File: config.mk
export PLATFORM = sky130hd
export DESIGN_NAME = eight_queens_backtrack_solver_core_flat
export DESIGN_NICKNAME = d
export VERILOG_FILES = /design/src/design/eqbs_pkg.sv /design/src/design/eqbs_req_if.sv /design/src/design/eqbs_rsp_if.sv /design/src/design/eqbs_datapath.sv /design/src/design/eqbs_ctrl.sv /design/src/design/eight_queens_backtrack_solver_core.sv /design/src/flat_wrapper.sv
export SDC_FILE = /design/constraint.sdc
export NUM_CORES = 1
export LEC_CHECK = 0
export BUFFER_PORTS_ARGS = -buffer_cell sky130_fd_sc_hd__buf_4
export CORE_ASPECT_RATIO = 1.4
export CORE_UTILIZATION = 56
export DETAILED_ROUTE_END_ITERATION = 10
export PLACE_DENSITY = 0.76
export SLEW_MARGIN = 10
export SYNTH_ARGS = -nofsm -noshare
export SYNTH_HDL_FRONTEND = slang
export SYNTH_SLANG_ARGS = --single-unit
File: constraint.sdc
create_clock -name i_clk -period 3.9 [get_ports i_clk]
set_input_delay 0 -clock i_clk [delete_from_list [all_inputs] [get_ports i_clk]]
set_output_delay 0 -clock i_clk [all_outputs]
set_load 0.02 [all_outputs]
File: src/design/eqbs_pkg.sv
// Shared constants, operation codes and controller/datapath link types.
package eqbs_pkg;

    localparam int BOARD   = 8;
    localparam int ROW_W   = $clog2(BOARD);
    localparam int PTR_W   = ROW_W + 1;
    localparam int DIAG_N  = 2 * BOARD - 1;
    localparam int FUNC_W  = 2;

    typedef logic [ROW_W-1:0]  t_coord;
    typedef logic [PTR_W-1:0]  t_ptr;
    typedef logic [BOARD-1:0]  t_cols;
    typedef logic [DIAG_N-1:0] t_diag;

    typedef enum logic [FUNC_W-1:0] {
        FUNC_CLEAR = 2'd0,
        FUNC_PLACE = 2'd1,
        FUNC_FIRST = 2'd2,
        FUNC_NEXT  = 2'd3
    } t_func;

    typedef enum logic [3:0] {
        OP_NONE,
        OP_CLEAR,
        OP_PLACE,
        OP_FRESH,
        OP_RESUME,
        OP_ADVANCE,
        OP_TAKE,
        OP_NEXT_COL,
        OP_BACK_SKIP,
        OP_BACK_LIFT
    } t_dp_op;

    typedef struct packed {
        t_dp_op op;
        logic   load;
        logic   found;
    } t_dp_cmd;

    typedef struct packed {
        logic row_end;
        logic row_fixed;
        logic col_end;
        logic cell_free;
        logic row_zero;
        logic prev_fixed;
    } t_dp_stat;

endpackage

File: src/design/eqbs_req_if.sv
// Request channel: operation code and fixed-queen coordinates.
interface eqbs_req_if;
    import eqbs_pkg::*;

    logic                valid;
    logic                ready;
    logic [FUNC_W-1:0]   func;
    logic [ROW_W-1:0]    row_index;
    logic [ROW_W-1:0]    col_index;

    modport source (output valid, func, row_index, col_index, input ready);
    modport sink   (input valid, func, row_index, col_index, output ready);
endinterface

File: src/design/eqbs_rsp_if.sv
// Response channel: found flag and one queen column per row.
interface eqbs_rsp_if;
    import eqbs_pkg::*;

    logic             valid;
    logic             ready;
    logic             found;
    logic [ROW_W-1:0] queen_row0;
    logic [ROW_W-1:0] queen_row1;
    logic [ROW_W-1:0] queen_row2;
    logic [ROW_W-1:0] queen_row3;
    logic [ROW_W-1:0] queen_row4;
    logic [ROW_W-1:0] queen_row5;
    logic [ROW_W-1:0] queen_row6;
    logic [ROW_W-1:0] queen_row7;

    modport source (output valid, found, queen_row0, queen_row1, queen_row2, queen_row3,
                    queen_row4, queen_row5, queen_row6, queen_row7, input ready);
    modport sink   (input valid, found, queen_row0, queen_row1, queen_row2, queen_row3,
                    queen_row4, queen_row5, queen_row6, queen_row7, output ready);
endinterface

File: src/design/eqbs_datapath.sv
// Board datapath: fixed and search marks, queen columns, search pointers, result register.
module eqbs_datapath (
    input  logic                i_clk,
    input  logic                i_rst_n,
    input  eqbs_pkg::t_dp_cmd   i_cmd,
    input  eqbs_pkg::t_coord    i_row,
    input  eqbs_pkg::t_coord    i_col,
    output eqbs_pkg::t_dp_stat  o_stat,
    output logic                o_found,
    output eqbs_pkg::t_coord    o_queen [eqbs_pkg::BOARD]
);
    import eqbs_pkg::*;

    function automatic t_cols col_bit(t_coord c);
        return t_cols'(1) << c;
    endfunction

    function automatic t_diag rise_bit(t_coord r, t_coord c);
        return t_diag'(1) << (PTR_W'(r) + PTR_W'(c));
    endfunction

    function automatic t_diag fall_bit(t_coord r, t_coord c);
        return t_diag'(1) << (PTR_W'(r) + PTR_W'(BOARD - 1) - PTR_W'(c));
    endfunction

    t_cols  r_fixed;
    t_coord r_queen [BOARD];
    t_cols  r_fix_col;
    t_diag  r_fix_rise;
    t_diag  r_fix_fall;
    t_cols  r_srch_col;
    t_diag  r_srch_rise;
    t_diag  r_srch_fall;
    t_ptr   r_row;
    t_ptr   r_cand;
    logic   r_found;
    t_coord r_res [BOARD];

    t_coord row3;
    t_coord cand3;
    t_ptr   prev_row;
    t_coord prev3;
    t_coord lift_col;

    assign row3     = r_row[ROW_W-1:0];
    assign cand3    = r_cand[ROW_W-1:0];
    assign prev_row = r_row - PTR_W'(1);
    assign prev3    = prev_row[ROW_W-1:0];
    assign lift_col = r_queen[prev3];

    always_comb begin
        o_stat.row_end    = r_row[ROW_W];
        o_stat.col_end    = r_cand[ROW_W];
        o_stat.row_fixed  = r_fixed[row3];
        o_stat.row_zero   = (r_row == '0);
        o_stat.prev_fixed = r_fixed[prev3];
        o_stat.cell_free  = ~|((r_fix_col | r_srch_col) & col_bit(cand3))
                          & ~|((r_fix_rise | r_srch_rise) & rise_bit(row3, cand3))
                          & ~|((r_fix_fall | r_srch_fall) & fall_bit(row3, cand3));
    end

    always_ff @(posedge i_clk) begin
        if (!i_rst_n) begin
            r_fixed     <= '0;
            r_fix_col   <= '0;
            r_fix_rise  <= '0;
            r_fix_fall  <= '0;
            r_srch_col  <= '0;
            r_srch_rise <= '0;
            r_srch_fall <= '0;
            r_row       <= '0;
            r_cand      <= '0;
            for (int k = 0; k < BOARD; k++) r_queen[k] <= '0;
        end else begin
            case (i_cmd.op)
                OP_CLEAR: begin
                    r_fixed     <= '0;
                    r_fix_col   <= '0;
                    r_fix_rise  <= '0;
                    r_fix_fall  <= '0;
                    r_srch_col  <= '0;
                    r_srch_rise <= '0;
                    r_srch_fall <= '0;
                    r_row       <= '0;
                    r_cand      <= '0;
                    for (int k = 0; k < BOARD; k++) r_queen[k] <= '0;
                end
                OP_PLACE: begin
                    // drop any search queens, then add the fixed one
                    r_srch_col  <= '0;
                    r_srch_rise <= '0;
                    r_srch_fall <= '0;
                    for (int k = 0; k < BOARD; k++) begin
                        if (k == int'(i_row)) r_queen[k] <= i_col;
                        else if (!r_fixed[k]) r_queen[k] <= '0;
                    end
                    r_fixed[i_row] <= 1'b1;
                    r_fix_col      <= r_fix_col | col_bit(i_col);
                    r_fix_rise     <= r_fix_rise | rise_bit(i_row, i_col);
                    r_fix_fall     <= r_fix_fall | fall_bit(i_row, i_col);
                    r_row          <= '0;
                end
                OP_FRESH: begin
                    r_srch_col  <= '0;
                    r_srch_rise <= '0;
                    r_srch_fall <= '0;
                    for (int k = 0; k < BOARD; k++)
                        if (!r_fixed[k]) r_queen[k] <= '0;
                    r_row  <= '0;
                    r_cand <= '0;
                end
                OP_RESUME: begin
                    r_row <= PTR_W'(BOARD);
                end
                OP_ADVANCE: begin
                    r_row  <= r_row + PTR_W'(1);
                    r_cand <= '0;
                end
                OP_TAKE: begin
                    r_queen[row3] <= cand3;
                    r_srch_col    <= r_srch_col | col_bit(cand3);
                    r_srch_rise   <= r_srch_rise | rise_bit(row3, cand3);
                    r_srch_fall   <= r_srch_fall | fall_bit(row3, cand3);
                    r_row         <= r_row + PTR_W'(1);
                    r_cand        <= '0;
                end
                OP_NEXT_COL: begin
                    r_cand <= r_cand + PTR_W'(1);
                end
                OP_BACK_SKIP: begin
                    r_row <= prev_row;
                end
                OP_BACK_LIFT: begin
                    // lift the previous queen and resume one column to its right
                    r_queen[prev3] <= '0;
                    r_srch_col     <= r_srch_col & ~col_bit(lift_col);
                    r_srch_rise    <= r_srch_rise & ~rise_bit(prev3, lift_col);
                    r_srch_fall    <= r_srch_fall & ~fall_bit(prev3, lift_col);
                    r_row          <= prev_row;
                    r_cand         <= PTR_W'(lift_col) + PTR_W'(1);
                end
                default: begin
                end
            endcase
        end
    end

    // result register, no reset needed
    always_ff @(posedge i_clk) begin
        if (i_cmd.load) begin
            r_found <= i_cmd.found;
            for (int k = 0; k < BOARD; k++)
                r_res[k] <= i_cmd.found ? r_queen[k] : '0;
        end
    end

    assign o_found = r_found;
    assign o_queen = r_res;

endmodule

File: src/design/eqbs_ctrl.sv
// Search controller: request decode, backtracking sequence, response handshake.
module eqbs_ctrl (
    input  logic                i_clk,
    input  logic                i_rst_n,
    input  logic                i_req_valid,
    input  eqbs_pkg::t_func     i_func,
    output logic                o_req_ready,
    output logic                o_rsp_valid,
    input  logic                i_rsp_ready,
    input  eqbs_pkg::t_dp_stat  i_stat,
    output eqbs_pkg::t_dp_cmd   o_cmd
);
    import eqbs_pkg::*;

    typedef enum logic [1:0] {
        S_IDLE,
        S_SEARCH,
        S_BACK,
        S_FINISH
    } t_state;

    typedef enum logic [1:0] {
        ST_IDLE,
        ST_HELD,
        ST_DONE
    } t_status;

    t_state  r_state,  n_state;
    t_status r_status, n_status;
    logic    r_found,  n_found;
    logic    r_rsp_valid, n_rsp_valid;
    logic    accept;

    assign o_req_ready = (r_state == S_IDLE);
    assign o_rsp_valid = r_rsp_valid;
    assign accept      = i_req_valid && o_req_ready;

    always_comb begin
        n_state     = r_state;
        n_status    = r_status;
        n_found     = r_found;
        n_rsp_valid = r_rsp_valid && !i_rsp_ready;
        o_cmd.op    = OP_NONE;
        o_cmd.load  = 1'b0;
        o_cmd.found = r_found;
        case (r_state)
            S_IDLE: begin
                if (accept) begin
                    case (i_func)
                        FUNC_CLEAR: begin
                            o_cmd.op = OP_CLEAR;
                            n_status = ST_IDLE;
                        end
                        FUNC_PLACE: begin
                            o_cmd.op = OP_PLACE;
                            n_status = ST_IDLE;
                        end
                        FUNC_NEXT: begin
                            if (r_status == ST_DONE) begin
                                n_found = 1'b0;
                                n_state = S_FINISH;
                            end else if (r_status == ST_HELD) begin
                                o_cmd.op = OP_RESUME;
                                n_state  = S_BACK;
                            end else begin
                                o_cmd.op = OP_FRESH;
                                n_state  = S_SEARCH;
                            end
                        end
                        default: begin
                            o_cmd.op = OP_FRESH;
                            n_state  = S_SEARCH;
                        end
                    endcase
                end
            end
            S_SEARCH: begin
                if (i_stat.row_end) begin
                    n_found  = 1'b1;
                    n_status = ST_HELD;
                    n_state  = S_FINISH;
                end else if (i_stat.row_fixed) begin
                    o_cmd.op = OP_ADVANCE;
                end else if (i_stat.col_end) begin
                    n_state = S_BACK;
                end else if (i_stat.cell_free) begin
                    o_cmd.op = OP_TAKE;
                end else begin
                    o_cmd.op = OP_NEXT_COL;
                end
            end
            S_BACK: begin
                if (i_stat.row_zero) begin
                    n_found  = 1'b0;
                    n_status = ST_DONE;
                    n_state  = S_FINISH;
                end else if (i_stat.prev_fixed) begin
                    o_cmd.op = OP_BACK_SKIP;
                end else begin
                    o_cmd.op = OP_BACK_LIFT;
                    n_state  = S_SEARCH;
                end
            end
            S_FINISH: begin
                if (!r_rsp_valid || i_rsp_ready) begin
                    o_cmd.load  = 1'b1;
                    n_rsp_valid = 1'b1;
                    n_state     = S_IDLE;
                end
            end
            default: begin
                n_state = S_IDLE;
            end
        endcase
    end

    always_ff @(posedge i_clk) begin
        if (!i_rst_n) begin
            r_state     <= S_IDLE;
            r_status    <= ST_IDLE;
            r_found     <= 1'b0;
            r_rsp_valid <= 1'b0;
        end else begin
            r_state     <= n_state;
            r_status    <= n_status;
            r_found     <= n_found;
            r_rsp_valid <= n_rsp_valid;
        end
    end

endmodule

File: src/design/eight_queens_backtrack_solver_core.sv
// Top level of the 8-queens backtracking solver: controller, datapath and channel wiring.
//
//   channel  dir  handshake       beat contents
//   i_req    in   valid / ready   func, row_index, col_index
//   o_rsp    out  valid / ready   found, queen_row0 .. queen_row7
//
// Clear and place are executed on acceptance and give no beat. First/next walk the board
// one candidate column per cycle in the datapath, with backtrack steps in between, and
// then hand over the result. Next after exhaustion answers without a search. Requests are
// taken only when no search runs; a finished result waits in the output register, so a
// stalled o_rsp holds the next result's hand-over but not a following clear or place.
// Reset (synchronous, active low) empties the board and the search.
module eight_queens_backtrack_solver_core (
    input  logic        i_clk,
    input  logic        i_rst_n,
    eqbs_req_if.sink    i_req,
    eqbs_rsp_if.source  o_rsp
);
    import eqbs_pkg::*;

    t_dp_cmd  cmd;
    t_dp_stat stat;
    t_coord   queen [BOARD];
    logic     found;

    // sequencing: decode the beat, drive one datapath step per cycle
    eqbs_ctrl u_ctrl (
        .i_clk       (i_clk),
        .i_rst_n     (i_rst_n),
        .i_req_valid (i_req.valid),
        .i_func      (t_func'(i_req.func)),
        .o_req_ready (i_req.ready),
        .o_rsp_valid (o_rsp.valid),
        .i_rsp_ready (o_rsp.ready),
        .i_stat      (stat),
        .o_cmd       (cmd)
    );

    // board state, conflict test and result register
    eqbs_datapath u_datapath (
        .i_clk   (i_clk),
        .i_rst_n (i_rst_n),
        .i_cmd   (cmd),
        .i_row   (i_req.row_index),
        .i_col   (i_req.col_index),
        .o_stat  (stat),
        .o_found (found),
        .o_queen (queen)
    );

    assign o_rsp.found      = found;
    assign o_rsp.queen_row0 = queen[0];
    assign o_rsp.queen_row1 = queen[1];
    assign o_rsp.queen_row2 = queen[2];
    assign o_rsp.queen_row3 = queen[3];
    assign o_rsp.queen_row4 = queen[4];
    assign o_rsp.queen_row5 = queen[5];
    assign o_rsp.queen_row6 = queen[6];
    assign o_rsp.queen_row7 = queen[7];

endmodule

File: src/flat_wrapper.sv
// flat-port wrapper written by rule: the top's interface ports become plain ports
module eight_queens_backtrack_solver_core_flat import eqbs_pkg::*;
  (i_clk, i_rst_n, i_req_valid, i_req_func, i_req_row_index, i_req_col_index, i_req_ready, o_rsp_valid, o_rsp_found, o_rsp_queen_row0, o_rsp_queen_row1, o_rsp_queen_row2, o_rsp_queen_row3, o_rsp_queen_row4, o_rsp_queen_row5, o_rsp_queen_row6, o_rsp_queen_row7, o_rsp_ready);
  eqbs_req_if i_req_i ();
  eqbs_rsp_if o_rsp_i ();
  input  logic i_clk;
  input  logic i_rst_n;
  input wire logic [$bits(i_req_i.valid)-1:0] i_req_valid;
  input wire logic [$bits(i_req_i.func)-1:0] i_req_func;
  input wire logic [$bits(i_req_i.row_index)-1:0] i_req_row_index;
  input wire logic [$bits(i_req_i.col_index)-1:0] i_req_col_index;
  output wire logic [$bits(i_req_i.ready)-1:0] i_req_ready;
  output wire logic [$bits(o_rsp_i.valid)-1:0] o_rsp_valid;
  output wire logic [$bits(o_rsp_i.found)-1:0] o_rsp_found;
  output wire logic [$bits(o_rsp_i.queen_row0)-1:0] o_rsp_queen_row0;
  output wire logic [$bits(o_rsp_i.queen_row1)-1:0] o_rsp_queen_row1;
  output wire logic [$bits(o_rsp_i.queen_row2)-1:0] o_rsp_queen_row2;
  output wire logic [$bits(o_rsp_i.queen_row3)-1:0] o_rsp_queen_row3;
  output wire logic [$bits(o_rsp_i.queen_row4)-1:0] o_rsp_queen_row4;
  output wire logic [$bits(o_rsp_i.queen_row5)-1:0] o_rsp_queen_row5;
  output wire logic [$bits(o_rsp_i.queen_row6)-1:0] o_rsp_queen_row6;
  output wire logic [$bits(o_rsp_i.queen_row7)-1:0] o_rsp_queen_row7;
  input wire logic [$bits(o_rsp_i.ready)-1:0] o_rsp_ready;
  assign i_req_i.valid = i_req_valid;
  assign i_req_i.func = i_req_func;
  assign i_req_i.row_index = i_req_row_index;
  assign i_req_i.col_index = i_req_col_index;
  assign i_req_ready = i_req_i.ready;
  assign o_rsp_valid = o_rsp_i.valid;
  assign o_rsp_found = o_rsp_i.found;
  assign o_rsp_queen_row0 = o_rsp_i.queen_row0;
  assign o_rsp_queen_row1 = o_rsp_i.queen_row1;
  assign o_rsp_queen_row2 = o_rsp_i.queen_row2;
  assign o_rsp_queen_row3 = o_rsp_i.queen_row3;
  assign o_rsp_queen_row4 = o_rsp_i.queen_row4;
  assign o_rsp_queen_row5 = o_rsp_i.queen_row5;
  assign o_rsp_queen_row6 = o_rsp_i.queen_row6;
  assign o_rsp_queen_row7 = o_rsp_i.queen_row7;
  assign o_rsp_i.ready = o_rsp_ready;
  eight_queens_backtrack_solver_core u_core (.i_clk(i_clk), .i_rst_n(i_rst_n), .i_req(i_req_i), .o_rsp(o_rsp_i));
endmodule
# Yosys cells after proc, flatten, opt, wreduce, memory -nomap -nowiden
# Memories as Yosys holds them, arrays and structs flattened. A register that Yosys moved wholly into a read port is not among the register bits.
# Index checks and enable logic that the tools add are counted.
dict set report totals {
  reg_bits 99
  mem_bits_rw 24
  word_cells 363
  memories 1
}
# name words width rd rd_clocked_by_memory_dff write_ports line
set memory_table {}
lappend memory_table {u_core.u_datapath.r_queen 8 3 9 8 8 eqbs_datapath.sv:27} ;# t_coord r_queen [BOARD];
dict set report classes {
  add_sub_neg 13
  magnitude_cmp 4
  n_eq_ne 34
  shift 9
  n_mux 196
  bitwise_logic 53
  reduce_logical 39
}
# operator count
set ops {}
lappend ops {{$mux W3} 42}
lappend ops {{$mux W1} 122}
lappend ops {{$or A15 B15 Y15} 6}
lappend ops {{$pmux W15 S3} 2}
lappend ops {{$shl A1 B4 Y15 const A} 6}
lappend ops {{$and A15 B15 Y15} 4}
lappend ops {{$pmux W15 S2} 2}
lappend ops {{$or A1 B1 Y1} 32}
lappend ops {{$or A8 B8 Y8} 4}
lappend ops {{$pmux W8 S2} 2}
lappend ops {{$not A15 Y15} 2}
lappend ops {{$reduce_or A15 Y1} 2}
lappend ops {{$mux W2} 13}
lappend ops {{$pmux W4 S3} 2}
lappend ops {{$pmux W8 S3} 1}
lappend ops {{$shl A1 B3 Y8 const A} 3}
lappend ops {{$and A8 B8 Y8} 2}
lappend ops {{$eq A4 B3 Y1 const B} 4}
lappend ops {{$pmux W4 S4} 1}
lappend ops {{$logic_not A1 Y1} 13}
lappend ops {{$add A3 B3 Y4} 3}
lappend ops {{$add A3 B3 Y4 const B} 3}
lappend ops {{$eq A3 B3 Y1 const A} 4}
lappend ops {{$lt A3 B4 Y1 const B} 3}
lappend ops {{40 further kinds} 70}

# Logic depth before layout (Yosys ltp)
dict set report depth {
  word_depth 22
  ltp_mapped 17
  ltp_nobuf 13
}

# Hierarchy
# From an unflattened synthesis, not the netlist that was laid out.
dict set report hier_totals {
  cells_unflattened 927
  area_unflattened_um2 8369.3
}
# mod n_inst cells_per_inst area_per_inst_um2
set modules_own_cells {}
lappend modules_own_cells {eqbs_datapath 1 862 7855.0}
lappend modules_own_cells {eqbs_ctrl 1 65 514.2}

# Worst setup path before layout
# No wires, ideal clock.
dict set report synth_path {
  path_kind {register to register}
  from {reg u_core.u_datapath.r_row[0]}
  to {reg u_core.u_datapath.r_srch_rise[13]}
  setup_ns 0.119
  arrival_time_ns 4.179
  required_ns 3.781
  slack_ns -0.398
  stages_incl_launch_ff 15
  cell_sequence {dfxtp_1 -> buf_2 -> buf_1 -> inv_1 -> ha_1 -> clkbuf_1 -> mux4_2 -> mux2i_1 -> inv_1 -> ha_1 -> fa_1 -> xnor2_1 -> nand2_1 -> o311a_1 -> o221a_2}
}
dict set report synth_via {
  elab_chain_len 15
  elab_cells_between_ends 40
  classes_between {add/sub: 5; eq/ne: 5; shift: 3; mux: 12; bitwise: 7; reduce/logical: 7; memory: 1}
}
# item line
set synth_rtl {}
lappend synth_rtl {{start: declaration} eqbs_datapath.sv:34} ;# t_ptr r_row;
lappend synth_rtl {{start signal: assignment} eqbs_datapath.sv:113} ;# r_row <= PTR_W'(BOARD);
lappend synth_rtl {{start signal: assignment} eqbs_datapath.sv:116} ;# r_row <= r_row + PTR_W'(1);
lappend synth_rtl {{start signal: assignment} eqbs_datapath.sv:124} ;# r_row <= r_row + PTR_W'(1);
lappend synth_rtl {{$add A3 B3 Y4 (on tied branches)} {eqbs_datapath.sv:23, eqbs_datapath.sv:19}}
lappend synth_rtl {{$sub A4 B3 Y4 / $shl A1 B4 Y15 (equally long branches)} {eqbs_datapath.sv:23, eqbs_datapath.sv:19}}
lappend synth_rtl {{$shl A1 B4 Y15 / $and A15 B15 Y15 (equally long branches)} {eqbs_datapath.sv:23, eqbs_datapath.sv:58}}
lappend synth_rtl {{$and A15 B15 Y15 / $reduce_or A15 Y1 (equally long branches)} {eqbs_datapath.sv:59, eqbs_datapath.sv:58}}
lappend synth_rtl {{$reduce_or A15 Y1 / $logic_not A1 Y1 (equally long branches)} {eqbs_datapath.sv:59, eqbs_datapath.sv:58}}
lappend synth_rtl {{$logic_not A1 Y1 / $and A1 B1 Y1 (equally long branches)} {eqbs_datapath.sv:59, eqbs_datapath.sv:58}}
lappend synth_rtl {{$and A1 B1 Y1} eqbs_datapath.sv:59} ;# & ~|((r_fix_fall | r_srch_fall) & fall_bit(row3, cand3));
lappend synth_rtl {{$mux W1} eqbs_ctrl.sv:86} ;# end else if (i_stat.cell_free) begin
lappend synth_rtl {{$mux W3} eqbs_ctrl.sv:84} ;# end else if (i_stat.col_end) begin
lappend synth_rtl {{$mux W3} eqbs_ctrl.sv:82} ;# end else if (i_stat.row_fixed) begin
lappend synth_rtl {{$mux W3} eqbs_ctrl.sv:78} ;# if (i_stat.row_end) begin
lappend synth_rtl {{$pmux W4 S3} eqbs_ctrl.sv:46} ;# case (r_state)
lappend synth_rtl {{$eq A4 B2 Y1 / $eq A4 B1 Y1 (equally long branches)} eqbs_datapath.sv:75} ;# case (i_cmd.op)
lappend synth_rtl {{$reduce_or A3 Y1 (no line)} --}
lappend synth_rtl {{$pmux W15 S3 / $reduce_bool A3 Y1 (equally long branches)} --}
lappend synth_rtl {{end signal: assignment} eqbs_datapath.sv:122} ;# r_srch_rise <= r_srch_rise | rise_bit(row3, cand3);
lappend synth_rtl {{end signal: assignment} eqbs_datapath.sv:137} ;# r_srch_rise <= r_srch_rise & ~rise_bit(prev3, lift_col);
lappend synth_rtl {{end: declaration} eqbs_datapath.sv:32} ;# t_diag r_srch_rise;
# Parallel ways exist; a longest one is shown, timed or not. The select of a mux whose other input is x is not followed.
# A chain may end at the register's enable or synchronous reset.

==> run summary <==
## Outcome
* **outcome** finished, final reports clean

## Timing
* **final hold violation count** 0
* **aggregate negative setup slack** 0 ps
* **hold slack** 21.6 ps
* **Final Setup Violations** 0
* **Worst Setup Slack, final** 54.9 ps
* **max_slew headroom** 0.207
* **final period demand of the worst path** 3850 ps
* **worst clock skew on the final layout** 11.0 ps
* **number of slew-limit violations in the final report** 0
* **final critical-path share of the clock period** 0.986
* **slew of the pin with the lowest slew margin** 1190 ps
* **Fmax achieved** 260 MHz

## Worst setup path
* **Worst EP required** 4030 ps
* **Reg-to-Reg End** u_core.u_datapath.r_queen[3][0]
* **delay of the slowest cell on the worst path** 440 ps
* **arrival time of data at the critical path endpoint** 3980 ps
* **family with the most delay on the worst path** compound AO/OA/AOI/OAI gates
* **Worst path slowest cell** a211oi_1
* **category of the worst setup path capture point** register
* **critical path fanouts, max** 6
* **cell breakdown of the critical path** buf_4, ha_1, a211oi_1, o2bb2ai_1, o211ai_1, o21a_1, nand3_1, a211o_1, buf_4, o41ai_4, buf_4, and2b_2, a211o_1
* **start of the worst register-to-register path** u_core.u_datapath.r_row[1]
* **Crit Path Class** reg2reg
* **startpoint types** register
* **start point of the critical path** u_core.u_datapath.r_row[1]
* **cell depth of the worst setup path** 13
* **worst reg2reg path depth** 13
* **CP endpoint** u_core.u_datapath.r_queen[3][0]
* **CP most frequent cell** buf_4
* **Register-to-Register Setup Slack** 50 ps
* **total buffers and inverters traversed by the critical path** 3

## Clock network
* **clock tree from TritonCTS** done
* **clock buffers created by TritonCTS** 17
* **Clk pin slew, worst setup/hold paths** 70 ps
* **total number of clock tree sinks** 147
* **Clk Tree Root Cell** clkbuf_16
* **level count of the clock H-tree** 4
* **maximum number of buffers from clock root to sink** 2
* **latest clock arrival within the worst-skew pair** 430 ps

## Synthesis
* **sequential share of the synthesized area** 0.404
* **number of flip-flops and latches in the synthesized netlist** 147
* **count of mapped cells out of synthesis** 890
* **post-synthesis cell type count** 82
* **yosys warns** 0
* **portion of synthesized cell area occupied by the leading cell type** 0.231
* **leading cell types by total area after synthesis** dfxtp_1 (23%), edfxtp_1 (17%), ha_1 (3.4%), a211oi_1 (3.4%), a31oi_1 (3.3%)
* **Post-Syn Nets** 931
* **count of flip-flops with a built-in enable after synthesis** 49
* **cell area after synthesis** 0.00851 sq mm
* **library cell occupying the most area in the post-synthesis netlist** dfxtp_1
* **Post-synth top flop** dfxtp_1
* **mean post-synth cell area** 9.56 sq um
* **async set-or-reset flop fraction in the synthesized netlist** 0

## Pwr
* **Net Sw Frac** 0.403
* **Lkg Pwr** 3.79 nW
* **net switching power of the design** 2.47 mW
* **Worst IR Drop VDD** 0.424 mV
* **Power per Cell Area** 602 mW/mm^2
* **Logic pwr share** 0.431
* **part of the total power dissipated in sequential elements** 0.291
* **cell internal power dissipation** 3.65 mW
* **proportion of power drawn by the clock network** 0.278

## Routing
* **total DRC errors in the routed layout** 0
* **total number of vias** 8157
* **vias per cell** 6.92
* **sum of routed wire length over all layers** 27800 um
* **first-pass detailed-route iteration total** 6
* **remaining antenna violation count after routing** 0
* **average wire per cell in the routed design** 23.6 um
* **number of DRC markers in iteration 0** 730

## Placement
* **Setup WS pre-CTS** -64.2 ps
* **number of buffers inserted by port buffering** 38
* **estimated wirelength of the detail-placed design** 20200 um
* **final weighted congestion in routability-driven placement** 1.01

## Global routing
* **vias in the first global route** 7880
* **Congestion Overflow GR** 0
* **GRT Util Overall** 0.357
* **number of antenna violations at the first check in global routing** 0
* **largest net degree at the start of global routing** 47
* **first-pass GRT wire length** 42600 um

## Floorplanning
* **Core Area** 0.0146 sq mm
* **vertical die dimension** 148 um
* **Starting Density** 0.581
* **die width** 106 um
* **top-level I/O count** 39
* **die outline area** 0.0157 sq mm
* **# rows** 52

## Finish
* **layout cell share with drive strength beyond 1** 0.225
* **commonest non-fill, non-tap cell in the layout** buf_4
* **commonest non-fill, non-tap cells in the layout** buf_4 (121), dfxtp_1 (97), nor2_1 (69)
* **Util after Layout** 0.694
* **filler cell count in the final layout** 1137
* **area growth from synthesis to final layout** 19.5%
* **diode count** 0
* **number of nets in the finished design** 1017

## Worst hold path
* **HP Start** i_req_valid
* **Hold/Removal Path Class** in2reg
* **Hold Path Cell Cnt** 5

## Flow run
* **max_cap viols** 0

power by group through the flow:
stage / sequential, mW / clock, mW / combinational [mW]
global placement: 1.80 / 0 / 2.37
finish: 1.78 / 1.70 / 2.64
CTS: 1.78 / 1.71 / 2.46
detailed placement: 1.81 / 0 / 2.43
global route: 1.79 / 1.78 / 2.77
floorplan: 1.77 / 0 / 1.55
timing repair:
| item | CTS | global route |
|---|---|---|
| buffers inserted | 0 | 4 |
| setup endpoints to repair | 21 | 121 |
| endpoints found under the hold margin | 11 | 0 |
| gates resized for setup | 3 | 24 |
| pin swaps | 0 | 6 |
| hold buffers | 3 | 0 |
routing by layer:
layer / track usage / share of wire / vias up / wire length, um
met3: 0.0613 / 0.068 / 134 / 1880
met1: 0.383 / 0.36 / 3920 / 9950
met5: 0 / 0 / - / 0
met2: 0.636 / 0.50 / 496 / 14100
li1: - / - / 3607 / -
met4: 0.242 / 0.070 / 0 / 1950
metrics by stage:
step | cells | instance area [sq um] | power [mW]
after floorplan | 890 | 8510 | 3.32
after global placement | 1139 | 9400 | 4.17
after detailed placement | 1139 | 9400 | 4.24
after CTS | 1174 | 10000 | 5.95
after global routing | 1178 | 10200 | 6.33
final | 1178 | 10200 | 6.12
cell usage after synthesis (7+ instances only):
library cell and count:
nand3_1 26, nand2b_1 13, and2_1 34, nor3_1 18, o2bb2ai_1 19, clkbuf_1 33
dfxtp_1 98, and3_1 9, o211ai_1 34, o311ai_0 14, nand2_1 49, a21oi_1 30
a211oi_1 38, o21ai_0 37, buf_2 14, nor2b_1 8, edfxtp_1 49, a22o_1 22
ha_1 23, or2_2 7, nor2_1 71, a31oi_1 45, mux4_2 10, o21a_1 10
a32o_1 13, inv_1 32
state kept, by name, indices dropped and copies added, names as in the netlist, 4 cells and up:
register / cells
u_core.u_datapath.o_queen: 24
u_core.u_datapath.r_queen: 24
u_core.u_datapath.r_fix_fall: 15
u_core.u_datapath.r_fix_rise: 15
u_core.u_datapath.r_srch_fall: 15
u_core.u_datapath.r_srch_rise: 15
u_core.u_datapath.r_fix_col: 8
u_core.u_datapath.r_fixed: 8
u_core.u_datapath.r_srch_col: 8
u_core.u_datapath.r_cand: 4
u_core.u_datapath.r_row: 4
worst min-delay path by stage:
stage                                            endpoint
final                            u_core.u_ctrl.r_state[0]
after global routing      u_core.u_datapath.r_queen[5][1]
after floorplan            u_core.u_datapath.r_fix_col[5]
after CTS                        u_core.u_ctrl.r_state[0]
after global placement          u_core.u_ctrl.o_rsp_valid
after detailed placement        u_core.u_ctrl.o_rsp_valid
layout make-up:
type / count / area, sq um / area share
Inverter: 33 / 124 / 0.0122
Timing Repair Buffer: 129 / 1030 / 0.102
Clock buffer: 18 / 429 / 0.0422
Multi-Input combinational cell: 648 / 4730 / 0.465
Sequential cell: 147 / 3430 / 0.338
Tap cell: 189 / 236 / 0.0233
Clock inverter: 14 / 175 / 0.0172
logic make-up (layout without fill, tap and decap cells):
group | count (synthesis) | count (layout) | synth area share
AOI/OAI and AO/OA | 324 | 324 | 0.290
and+or+nand+nor | 269 | 269 | 0.163
DFF | 147 | 147 | 0.404
buffers and inverters | 95 | 194 | 0.0519
adders and majority gates | 29 | 29 | 0.0480
muxes | 17 | 17 | 0.0350
xor gates and xnor gates | 9 | 9 | 0.00927
worst reg2reg max path, stage by stage, from the launching register on:
cell	delay, ps
dfxtp_1	350
buf_4	160
ha_1	330
a211oi_1	440
o2bb2ai_1	260
o211ai_1	160
o21a_1	200
nand3_1	140
a211o_1	410
buf_4	210
o41ai_4	330
buf_4	200
and2b_2	190
a211o_1	180
(Power assumes the default switching activity.)
